--- config.mk ---
export PLATFORM = sky130hd
export DESIGN_NAME = uart_8n1_transceiver
export DESIGN_NICKNAME = d
export VERILOG_FILES = /design/src/rtl/u8n1_pkg.sv /design/src/rtl/u8n1_tx.sv /design/src/rtl/u8n1_rx.sv /design/src/rtl/uart_8n1_transceiver.sv
export SDC_FILE = /design/constraint.sdc
export NUM_CORES = 1
export LEC_CHECK = 0
export ABC_AREA = 1
export BUFFER_PORTS_ARGS = -buffer_cell sky130_fd_sc_hd__buf_2
export CAP_MARGIN = 20
export CELL_PAD_IN_SITES_DETAIL_PLACEMENT = 1
export CELL_PAD_IN_SITES_GLOBAL_PLACEMENT = 2
export CORE_MARGIN = 2
export CORE_UTILIZATION = 35
export CTS_CLUSTER_DIAMETER = 50
export DETAILED_ROUTE_END_ITERATION = 6
export GPL_TIMING_DRIVEN = 0
export PLACE_DENSITY_LB_ADDON = 0.1
export SYNTH_ARGS = -nofsm -noshare
export SYNTH_HDL_FRONTEND = slang
export SYNTH_HIERARCHICAL = 1
export SYNTH_SLANG_ARGS = --single-unit
--- constraint.sdc ---
create_clock -name clk -period 15 [get_ports clk]
set_input_delay 0.75 -clock clk [delete_from_list [all_inputs] [get_ports clk]]
set_output_delay 0.75 -clock clk [all_outputs]
set_load 0.01 [all_outputs]
--- src/rtl/u8n1_pkg.sv ---
// Shared types and constants for the 8N1 UART transceiver.
// Used by u8n1_tx, u8n1_rx and uart_8n1_transceiver; no dependencies.
package u8n1_pkg;

	typedef enum logic [1:0] {
		TX_IDLE  = 2'd0,
		TX_START = 2'd1,
		TX_DATA  = 2'd2,
		TX_STOP  = 2'd3
	} tx_phase_t;

	typedef enum logic [2:0] {
		RX_SYNC  = 3'd0,
		RX_IDLE  = 3'd1,
		RX_START = 3'd2,
		RX_HALF  = 3'd3,
		RX_DATA  = 3'd4,
		RX_STOP  = 3'd5,
		RX_TAIL  = 3'd6
	} rx_phase_t;

	typedef struct packed {
		logic line;
		logic busy;
	} tx_res_t;

	typedef struct packed {
		logic       valid;
		logic [7:0] data;
		logic       stop_bad;
		logic       busy;
	} rx_res_t;

	localparam int         ADDR_W            = 3;
	localparam logic       IDX_BIT_PERIOD    = 1'b0;
	localparam logic       IDX_RX_SYNC_EN    = 1'b1;
	localparam logic [15:0] BIT_PERIOD_RESET = 16'd104;
	localparam logic       RX_SYNC_EN_RESET  = 1'b1;

endpackage

--- src/rtl/u8n1_tx.sv ---
// Transmit framer: start bit, data bits LSB first, stop bit, one bit period each.
// Depends on u8n1_pkg; advances one tick per step.
module u8n1_tx #(
	parameter int DATA_BITS        = 8,
	parameter int TICK_COUNT_WIDTH = 16
) (
	input  logic                        clk,
	input  logic                        arst_n,
	input  logic                        step,
	input  logic                        send_valid,
	input  logic [7:0]                  send_byte,
	input  logic [TICK_COUNT_WIDTH-1:0] period,
	output u8n1_pkg::tx_res_t           res
);
	localparam int BW = $clog2(DATA_BITS + 1);
	localparam logic [BW-1:0] BIT_LAST = BW'(DATA_BITS);

	u8n1_pkg::tx_phase_t         phase_q, phase_n;
	logic [TICK_COUNT_WIDTH-1:0] cnt_q, cnt_n, cnt_inc;
	logic [BW-1:0]               bit_q, bit_n;
	logic [DATA_BITS-1:0]        shift_q, shift_n;
	logic                        done;

	always_ff @(posedge clk or negedge arst_n) begin
		if (!arst_n) begin
			phase_q <= u8n1_pkg::TX_IDLE;
			cnt_q   <= '0;
			bit_q   <= '0;
			shift_q <= '0;
		end else if (step) begin
			phase_q <= phase_n;
			cnt_q   <= cnt_n;
			bit_q   <= bit_n;
			shift_q <= shift_n;
		end
	end

	assign cnt_inc = cnt_q + 1'b1;
	assign done    = (cnt_inc >= period) || (cnt_inc == '0);

	always_comb begin
		phase_n = phase_q;
		cnt_n   = cnt_q;
		bit_n   = bit_q;
		shift_n = shift_q;
		case (phase_q)
			u8n1_pkg::TX_IDLE: begin
				if (send_valid) begin
					phase_n = u8n1_pkg::TX_START;
					cnt_n   = '0;
					bit_n   = '0;
					shift_n = DATA_BITS'(send_byte);
				end
			end
			u8n1_pkg::TX_START: begin
				if (done) begin
					cnt_n   = '0;
					bit_n   = '0;
					phase_n = u8n1_pkg::TX_DATA;
				end else begin
					cnt_n = cnt_inc;
				end
			end
			u8n1_pkg::TX_DATA: begin
				if (done) begin
					cnt_n   = '0;
					shift_n = shift_q >> 1;
					bit_n   = bit_q + 1'b1;
					if (bit_n >= BIT_LAST)
						phase_n = u8n1_pkg::TX_STOP;
				end else begin
					cnt_n = cnt_inc;
				end
			end
			u8n1_pkg::TX_STOP: begin
				if (done) begin
					cnt_n   = '0;
					phase_n = u8n1_pkg::TX_IDLE;
				end else begin
					cnt_n = cnt_inc;
				end
			end
			default: begin
				phase_n = u8n1_pkg::TX_IDLE;
				cnt_n   = '0;
			end
		endcase

		case (phase_n)
			u8n1_pkg::TX_START: res.line = 1'b0;
			u8n1_pkg::TX_DATA:  res.line = shift_n[0];
			default:            res.line = 1'b1;
		endcase
		res.busy = (phase_n != u8n1_pkg::TX_IDLE);
	end

endmodule

--- src/rtl/u8n1_rx.sv ---
// Receive deframer: idle hunt, start edge, mid-bit sampling, stop check, tail wait.
// Depends on u8n1_pkg; advances one tick per step.
module u8n1_rx #(
	parameter int DATA_BITS        = 8,
	parameter int TICK_COUNT_WIDTH = 16
) (
	input  logic                        clk,
	input  logic                        arst_n,
	input  logic                        step,
	input  logic                        rx_line,
	input  logic                        sync_en,
	input  logic [TICK_COUNT_WIDTH-1:0] period,
	output u8n1_pkg::rx_res_t           res
);
	localparam int BW = $clog2(DATA_BITS + 1);
	localparam logic [BW-1:0] BIT_LAST = BW'(DATA_BITS);
	localparam u8n1_pkg::rx_phase_t RX_RESET_PHASE =
		u8n1_pkg::RX_SYNC_EN_RESET ? u8n1_pkg::RX_SYNC : u8n1_pkg::RX_IDLE;

	u8n1_pkg::rx_phase_t         phase_q, phase_n, ph;
	logic [TICK_COUNT_WIDTH-1:0] cnt_q, cnt_n, cnt, cnt_inc, target, half;
	logic [TICK_COUNT_WIDTH:0]   sync_inc;
	logic [BW-1:0]               bit_q, bit_n;
	logic [DATA_BITS-1:0]        shift_q, shift_n;
	logic                        done;

	always_ff @(posedge clk or negedge arst_n) begin
		if (!arst_n) begin
			phase_q <= RX_RESET_PHASE;
			cnt_q   <= '0;
			bit_q   <= '0;
			shift_q <= '0;
		end else if (step) begin
			phase_q <= phase_n;
			cnt_q   <= cnt_n;
			bit_q   <= bit_n;
			shift_q <= shift_n;
		end
	end

	assign half     = period >> 1;
	assign sync_inc = {1'b0, cnt_q} + 1'b1;

	always_comb begin
		// idle hunt resolves first; leaving it lets the same tick act as idle
		ph  = phase_q;
		cnt = cnt_q;
		if (phase_q == u8n1_pkg::RX_SYNC) begin
			if (!sync_en) begin
				ph  = u8n1_pkg::RX_IDLE;
				cnt = '0;
			end else if (rx_line) begin
				if (sync_inc > {1'b0, period}) begin
					ph  = u8n1_pkg::RX_IDLE;
					cnt = '0;
				end else begin
					cnt = sync_inc[TICK_COUNT_WIDTH-1:0];
				end
			end else begin
				cnt = '0;
			end
		end

		target  = (ph == u8n1_pkg::RX_HALF || ph == u8n1_pkg::RX_TAIL) ? half : period;
		cnt_inc = cnt + 1'b1;
		done    = (cnt_inc >= target) || (cnt_inc == '0);

		phase_n      = ph;
		cnt_n        = cnt;
		bit_n        = bit_q;
		shift_n      = shift_q;
		res.valid    = 1'b0;
		res.data     = '0;
		res.stop_bad = 1'b0;

		case (ph)
			u8n1_pkg::RX_SYNC: begin
				phase_n = u8n1_pkg::RX_SYNC;
			end
			u8n1_pkg::RX_IDLE: begin
				if (!rx_line) begin
					phase_n = u8n1_pkg::RX_START;
					cnt_n   = '0;
					bit_n   = '0;
					shift_n = '0;
				end
			end
			u8n1_pkg::RX_START: begin
				if (done) begin
					cnt_n   = '0;
					phase_n = u8n1_pkg::RX_HALF;
				end else begin
					cnt_n = cnt_inc;
				end
			end
			u8n1_pkg::RX_HALF, u8n1_pkg::RX_DATA: begin
				if (done) begin
					cnt_n   = '0;
					shift_n = {rx_line, shift_q[DATA_BITS-1:1]};
					bit_n   = bit_q + 1'b1;
					phase_n = (bit_n >= BIT_LAST) ? u8n1_pkg::RX_STOP : u8n1_pkg::RX_DATA;
				end else begin
					cnt_n = cnt_inc;
				end
			end
			u8n1_pkg::RX_STOP: begin
				if (done) begin
					cnt_n        = '0;
					res.valid    = 1'b1;
					res.stop_bad = !rx_line;
					res.data     = rx_line ? 8'(shift_q) : 8'h00;
					phase_n      = u8n1_pkg::RX_TAIL;
				end else begin
					cnt_n = cnt_inc;
				end
			end
			u8n1_pkg::RX_TAIL: begin
				if (done) begin
					cnt_n   = '0;
					phase_n = u8n1_pkg::RX_IDLE;
				end else begin
					cnt_n = cnt_inc;
				end
			end
			default: begin
				phase_n = u8n1_pkg::RX_IDLE;
				cnt_n   = '0;
			end
		endcase

		res.busy = (phase_n != u8n1_pkg::RX_SYNC) && (phase_n != u8n1_pkg::RX_IDLE);
	end

endmodule

--- src/rtl/uart_8n1_transceiver.sv ---
// Top level of the 8N1 UART transceiver: input register, tx and rx framers,
// result register and APB register file. Depends on u8n1_pkg, u8n1_tx, u8n1_rx.
//
// Channel  | Dir | Handshake               | Payload
// ---------+-----+-------------------------+-----------------------------------------
// s_*      | in  | s_tvalid / s_tready     | s_tdata: one tick, line and send request
// m_*      | out | m_tvalid / m_tready     | m_tdata: tx/rx status after that tick
// apb      | in  | psel, penable, pready=1 | bit_period @0x0, rx_sync_enable @0x4
//
// One transaction per cycle in, one per cycle out, while the output is not stalled.
// The input register feeds the framers, whose update is registered with the result.
// A stalled output holds the result register and the input register behind it.
// arst_n clears both framers to idle (receiver in idle hunt) and the valid bits of the registers.
module uart_8n1_transceiver #(
	parameter int DATA_BITS        = 8,
	parameter int TICK_COUNT_WIDTH = 16
) (
	input  logic                              clk,
	input  logic                              arst_n,
	input  logic                              s_tvalid,
	output logic                              s_tready,
	input  logic [15:0]                       s_tdata,  // rx_line, send_valid, send_byte[7:0], 0
	output logic                              m_tvalid,
	input  logic                              m_tready,
	output logic [15:0]                       m_tdata,  // tx_line, tx_busy, rx_valid,
	                                                    // rx_byte[7:0], rx_stop_bad, rx_busy, 0
	input  logic                              psel,
	input  logic                              penable,
	input  logic                              pwrite,
	input  logic [u8n1_pkg::ADDR_W-1:0]       paddr,
	input  logic [31:0]                       pwdata,
	output logic [31:0]                       prdata,
	output logic                              pready
);
	logic                        valid_s1;
	logic [9:0]                  data_s1;
	logic                        out_valid_q;
	logic [15:0]                 out_data_q;
	logic                        advance, step, cfg_wr;
	logic [15:0]                 bit_period_q;
	logic                        sync_en_q;
	logic [TICK_COUNT_WIDTH-1:0] period;
	u8n1_pkg::tx_res_t           tx_res;
	u8n1_pkg::rx_res_t           rx_res;

	assign pready  = 1'b1;
	assign cfg_wr  = psel && penable && pwrite && pready;
	assign prdata  = (paddr[2] == u8n1_pkg::IDX_RX_SYNC_EN) ? {31'd0, sync_en_q}
	                                                        : {16'd0, bit_period_q};

	always_ff @(posedge clk or negedge arst_n) begin
		if (!arst_n) begin
			bit_period_q <= u8n1_pkg::BIT_PERIOD_RESET;
			sync_en_q    <= u8n1_pkg::RX_SYNC_EN_RESET;
		end else if (cfg_wr) begin
			if (paddr[2] == u8n1_pkg::IDX_BIT_PERIOD)
				bit_period_q <= pwdata[15:0];
			else
				sync_en_q <= pwdata[0];
		end
	end

	assign period   = TICK_COUNT_WIDTH'(bit_period_q);
	assign advance  = !out_valid_q || m_tready;
	assign step     = valid_s1 && advance;
	assign s_tready = !valid_s1 || advance;
	assign m_tvalid = out_valid_q;
	assign m_tdata  = out_data_q;

	always_ff @(posedge clk or negedge arst_n) begin
		if (!arst_n) begin
			valid_s1    <= 1'b0;
			out_valid_q <= 1'b0;
		end else begin
			if (s_tready)
				valid_s1 <= s_tvalid;
			if (advance)
				out_valid_q <= valid_s1;
		end
	end

	always_ff @(posedge clk) begin
		if (s_tvalid && s_tready)
			data_s1 <= s_tdata[9:0];
		if (step)
			out_data_q <= {3'd0, rx_res.busy, rx_res.stop_bad, rx_res.data,
			               rx_res.valid, tx_res.busy, tx_res.line};
	end

	u8n1_tx #(
		.DATA_BITS       (DATA_BITS),
		.TICK_COUNT_WIDTH(TICK_COUNT_WIDTH)
	) u_tx (
		.clk       (clk),
		.arst_n    (arst_n),
		.step      (step),
		.send_valid(data_s1[1]),
		.send_byte (data_s1[9:2]),
		.period    (period),
		.res       (tx_res)
	);

	u8n1_rx #(
		.DATA_BITS       (DATA_BITS),
		.TICK_COUNT_WIDTH(TICK_COUNT_WIDTH)
	) u_rx (
		.clk    (clk),
		.arst_n (arst_n),
		.step   (step),
		.rx_line(data_s1[0]),
		.sync_en(sync_en_q),
		.period (period),
		.res    (rx_res)
	);

endmodule
### After elaboration in Yosys (flattened, before gate mapping)

Index checks and enable logic that the tools add are counted.

| storage, ports and cells | value |
|---|---|
| logic and storage cells | 123 |
| bits in registers | 103 |
| input bits | 58 |
| output and inout port bits | 51 |

| cells by class | value |
|---|---|
| bitwise gates (word level) | 1 |
| reduce and logical (&&, ||, !) cells | 34 |
| mux-type cells | 44 |
| order comparisons | 5 |
| equal/unequal tests | 17 |
| $add $sub $neg | 5 |

Operators with widths:

| cell | count |
|---|---|
| 2-to-1 mux 16 bit | 10 |
| one-hot mux 16 bit (3 select lines) | 1 |
| adder 16 x 1 -> 16 bit, second input constant | 2 |
| >= comparator 16 bit | 2 |
| zero test 16 bit | 2 |
| 2-to-1 mux 8 bit | 4 |
| one-hot mux 16 bit (2 select lines) | 1 |
| one-hot mux 8 bit (2 select lines) | 2 |
| 2-to-1 mux 3 bit | 9 |
| 2-to-1 mux 4 bit | 5 |
| one-hot mux 3 bit (6 select lines) | 1 |
| adder 16 x 1 -> 17 bit, second input constant | 1 |
| > comparator 17 x 16 -> 1 bit | 1 |
| one-hot mux 4 bit (3 select lines) | 1 |
| 2-to-1 mux 10 bit | 1 |
| 2-to-1 mux 2 bit | 5 |
| == test 3 bit, second input constant | 3 |
| adder 4 x 1 -> 4 bit, second input constant | 2 |
| >= comparator 4 bit, second input constant | 2 |
| one-hot mux 2 bit (4 select lines) | 1 |
| one-hot mux 4 bit (2 select lines) | 1 |
| AND reduction 2 bit | 4 |
| AND reduction 4 bit | 2 |
| == test 2 bit, second input constant | 3 |
| other kinds (21) | 40 |

### Logic depth before layout (Yosys ltp)

| depth | value |
|---|---|
| word-level depth | 15 |
| gate-level depth with buffers | 39 |
| depth with buffers taken out | 39 |

### By module

The synthesis kept the hierarchy.

By module, submodules not included:

| module | sequential area each (µm²) | instances | cells each | area an instance (µm²) |
|---|---|---|---|---|
| u8n1_rx | 775.7 | 1 | 708 | 4067.7 |
| u8n1_tx | 750.7 | 1 | 347 | 2376.0 |
| uart_8n1_transceiver | 1171.1 | 1 | 168 | 1826.8 |

### Worst setup path before layout

No wires, ideal clock.

| path | value |
|---|---|
| path type | reg-to-reg |
| start point | reg u_rx.cnt_q[1] |
| end point | reg out_data_q[12], in the netlist m_tdata[12], data pin |
| data arrival time | 4966 ps |
| cell stages (with the launch flop) | 36 |
| library setup time | 256 ps |
| path slack | 9777 ps |
| path buffers | 0 |
| required time | 14744 ps |
| period minus slack after synthesis | 5223 ps |
| cell sequence | dfrtp_1 ha_1 nand2_2 nor2_4 inv_1 nor2_1 nand3_1 xor2_1 inv_1 ha_1 nand2_1 nand2_1 a21oi_1 o21ai_0 nor2_1 nand2_2 nand2_4 nand2_1 nand2_2 ha_1 nand2_2 nor2_2 nand3_2 inv_2 nand2_1 nand2_1 nand2_1 ha_1 nand4_1 nor2_1 nor4b_1 a2111oi_0 nand2_4 nand2_2 nand3_1 nand2b_1 |

RTL lines:

| what | line | text |
|---|---|---|
| from (decl) | u8n1_rx.sv:21 | `logic [TICK_COUNT_WIDTH-1:0] cnt_q, cnt_n, cnt, cnt_inc, target, half;` |
| from (signal assigned) | u8n1_rx.sv:35 | `cnt_q <= cnt_n;` |
| to (signal assigned) | uart_8n1_transceiver.sv:86 | `out_data_q <= {3'd0, rx_res.busy, rx_res.stop_bad, rx_res.data,` |
| to (decl) | uart_8n1_transceiver.sv:38 | `logic [15:0] out_data_q;` |

### Final worst setup path

| path | value |
|---|---|
| start point | reg u_rx.cnt_q[1] |
| end point | reg u_rx.cnt_q[9] |

| between the ends | value |
|---|---|
| longest elaborated chain between the ends | 13 |
| elaborated cells on any way between the ends | 27 |
| classes of those cells | add/sub: 2; order compare: 2; eq/ne: 6; mux: 12; reduce/logical: 5 |

RTL lines:

| what | line | text |
|---|---|---|
| parallel branches: the longest is 12 deep, another holds adder 16 x 1 -> 17 bit | - |  |
| one-hot mux 16 bit (3 select lines) (*) | u8n1_rx.sv:76 | `case (ph)` |

Mark *: on every way between the ends.
A chain may end at the register's enable or synchronous reset.

==> results.json <==
{
  "fp.dieArea_sq_mm": 0.0249,
  "drv_slew": 0,
  "drtAntennaViolNets": 0,
  "netlist_instances": 1223,
  "cts-buffers-inserted": 9,
  "fin_crit_sh_pct": 38.2,
  "synth_area_sq_mm": 0.00827,
  "grt_pass1_wl_um": 41400,
  "critPathMaxFanout": 10,
  "power_density_mw_per_mm2": 119,
  "place.gp.congestion": 0.836,
  "endpoint_kind": "flip-flop",
  "r2r_setup_slack_ps": 9260,
  "drc": 0,
  "wl_per_cell_um": 15.6,
  "cts_tree": "built",
  "grt.overflow.total": 0,
  "drive_above_1_share_pct": 14.8,
  "grt_pass1_vias": 7813,
  "vias_per_cell": 4.81,
  "gr-usage-all-layers_pct": 21.4,
  "finalNonFillerCells": 1642,
  "crit_required_ps": 15300,
  "pre_cts_slack_ps": 9260,
  "crit_slowest_cell": "dfrtp_1",
  "cpMostUsedCell": "nand2_1",
  "fin_skew_ps": 12.2,
  "n_antenna_cell": 0,
  "critPathKind": "reg2reg",
  "final.setup.tns_ps": 0,
  "postCtsResizedCells": 0,
  "io_pins": 109,
  "yosys_warnings": 6,
  "drtIter0Drc": 335,
  "vias": 7902,
  "synth_area_per_cell_sq_um": 6.76,
  "core_sq_mm": 0.0233,
  "timing_hold_violations_final": 0,
  "port_buffers": 63,
  "rows": 56,
  "rr_endpoint": "u_rx/cnt_q[9]",
  "r2r_cells": 35,
  "min_period_ps": 5740,
  "clock_path_buffers": 2,
  "synth_seq_cells": 103,
  "run_status": "finished, final reports clean",
  "clockRootBuffer": "clkbuf_16",
  "hold_path.class": "in2async",
  "h-tree-depth": 3,
  "cpPeakStageDelay_ps": 430,
  "max-vdd-ir-drop_v": 0.0000670,
  "syn_to_final_growth_pct": 13.8,
  "clock_latency_ps": 360,
  "final_nets": 1430,
  "rsz0062_at_grt": "false",
  "r2r_start": "u_rx/cnt_q[1]",
  "cts_setup_buffers": 0,
  "clk_transition_reported_paths_ps": 80,
  "postCtsHoldBufs": 0,
  "post-dp-hpwl_um": 20800,
  "dp_cells": 1626,
  "worst_pin_slew_ps": 700,
  "fmax_mhz": 174,
  "drt_wl_total_um": 25600,
  "grt_max_degree": 58,
  "numClockSinks": 103,
  "synth.distinct_cells": 52,
  "worst_slack_ps": 9260,
  "cp-start-kind": "flip-flop",
  "cellLeakagePower_uw": 0.00491,
  "setup_viol": 0,
  "dieWidth_um": 158,
  "final_util_pct": 40.3,
  "critical_path_arrival_ps": 6040,
  "seq_area_frac_synth_pct": 32.6,
  "drv_cap": 0,
  "drt-pass1-iter-count": 4,
  "dieHeight_um": 158,
  "initial_utilization_pct": 35.4,
  "antenna_found_initial": 0,
  "slew_headroom_pct": 53.2
}
## metal layers
layer	part of all wire, %	track usage [%]	up-vias
met5	0	0	-
met4	1.3	4.72	0
met3	3.2	2.68	19
met2	45	35.0	110
met1	50	30.3	3765
li1	-	-	4008
## worst max path at each step
| stage | start | slack, ps | cells after the start | end |
|---|---|---|---|---|
| CTS | u_rx/cnt_q[1] | 9230 | 34 | m_tdata[12] |
| floorplan | u_rx/cnt_q[1] | 9780 | 35 | m_tdata[12] |
| detailed placement | u_rx/cnt_q[1] | 9260 | 34 | m_tdata[12] |
| global route | u_rx/cnt_q[1] | 8660 | 31 | u_rx/cnt_q[3] |
| finish | u_rx/cnt_q[1] | 9260 | 35 | u_rx/cnt_q[9] |
| global placement | u_rx/cnt_q[1] | 8170 | 35 | m_tdata[12] |
## through the flow
step / hold WS, ps / total power, uW / cell area, sq um
6_report: 292 / 1120 / 9410
5_1_grt: 311 / 1220 / 9410
4_1_cts: 296 / 1140 / 9410
3_5_place_dp: 467 / 881 / 9110
3_3_place_gp: 457 / 868 / 9050
2_1_floorplan: 442 / 724 / 8340
## registers in the layout, indices dropped and copies added (netlist names), 3 cells and up
name and cells:
u_rx/phase_q 3, m_tdata 13, u_tx/bit_q 4, u_rx/shift_q 8
bit_period_q 16, u_rx/cnt_q 16, u_rx/bit_q 4, data_s1 10
u_tx/shift_q 8, u_tx/cnt_q 16
## kinds of logic after synthesis
group	after synthesis	share of synthesized area, %
and+or+nand+nor	684	36.4
buffers and inverters	243	12.9
AOI/OAI and AO/OA	125	8.44
DFF	103	32.6
adders and majority gates	54	8.17
xor gates and xnor gates	12	1.36
other	2	0.0908
## critical path, delay by kind of cell, from the launching register on
family	cells	cell delay (ps)
buffers and inverters	5	690
adder cells (fa/ha/maj)	4	1060
AO/OA/AOI/OAI	3	610
AND/OR/NAND/NOR	22	2590
XOR/XNOR	1	290
flip-flops	1	430
## layout make-up
cell class	instances	area [sq um]
well taps	319	399
flip-flops and latches	103	2700
multi-input cells	895	4580
clock inverters	6	63.8
clock buffers	10	239
plain buffers	48	333
inverters	195	736
fillers	3032	13900
repair buffers	66	365
## power by group
part           leakage (uW)  switching, uW  total, uW  internal [uW]
clock network      0.000146            128        250            122
logic               0.00348            330        489            159
registers           0.00128           46.1        383            337
## cell usage in the layout (no fill, tap or decap), types with 5 or more instances in the layout
cell,netlist,layout
buf_2,9,72
nand2_2,24,24
inv_1,183,183
nor3_1,6,6
o22ai_1,26,26
o21ai_1,13,13
conb_1,2,20
nand3_1,90,90
clkbuf_16,0,9
edfxtp_1,23,23
nand2_4,5,5
nor2_4,7,7
o21ai_0,45,45
clkbuf_1,9,9
dfrtp_1,76,76
a21oi_1,27,26
nand2_1,399,399
inv_2,9,9
ha_1,54,54
nand4_1,16,16
nor2_1,110,110
xor2_1,7,7
nor2_2,9,9
buf_4,21,22
## cells in the mapped netlist, drive strengths merged
cell	number	share of area, %
a2111oi	1	0.11
a21o	2	0.18
a21oi	27	1.6
a31o	1	0.11
a31oi	1	0.076
and3	1	0.076
buf	38	3.4
clkbuf	10	0.57
clkinv	2	0.11
conb	2	0.091
dfrtp	76	23
dfstp	4	1.3
edfxtp	23	8.4
ha	54	8.2
inv	193	8.8
nand2	428	21
nand2b	1	0.076
nand3	95	6.1
nand3b	3	0.27
nand4	17	1.5
nor2	127	6.9
nor3	7	0.48
nor4b	1	0.11
o211ai	2	0.18
o21ai	61	3.8
o21bai	3	0.27
o22ai	26	2.0
o31ai	1	0.091
or2	4	0.30
xnor2	4	0.42
xor2	8	0.94
Power figures use the tool's default switching activity.
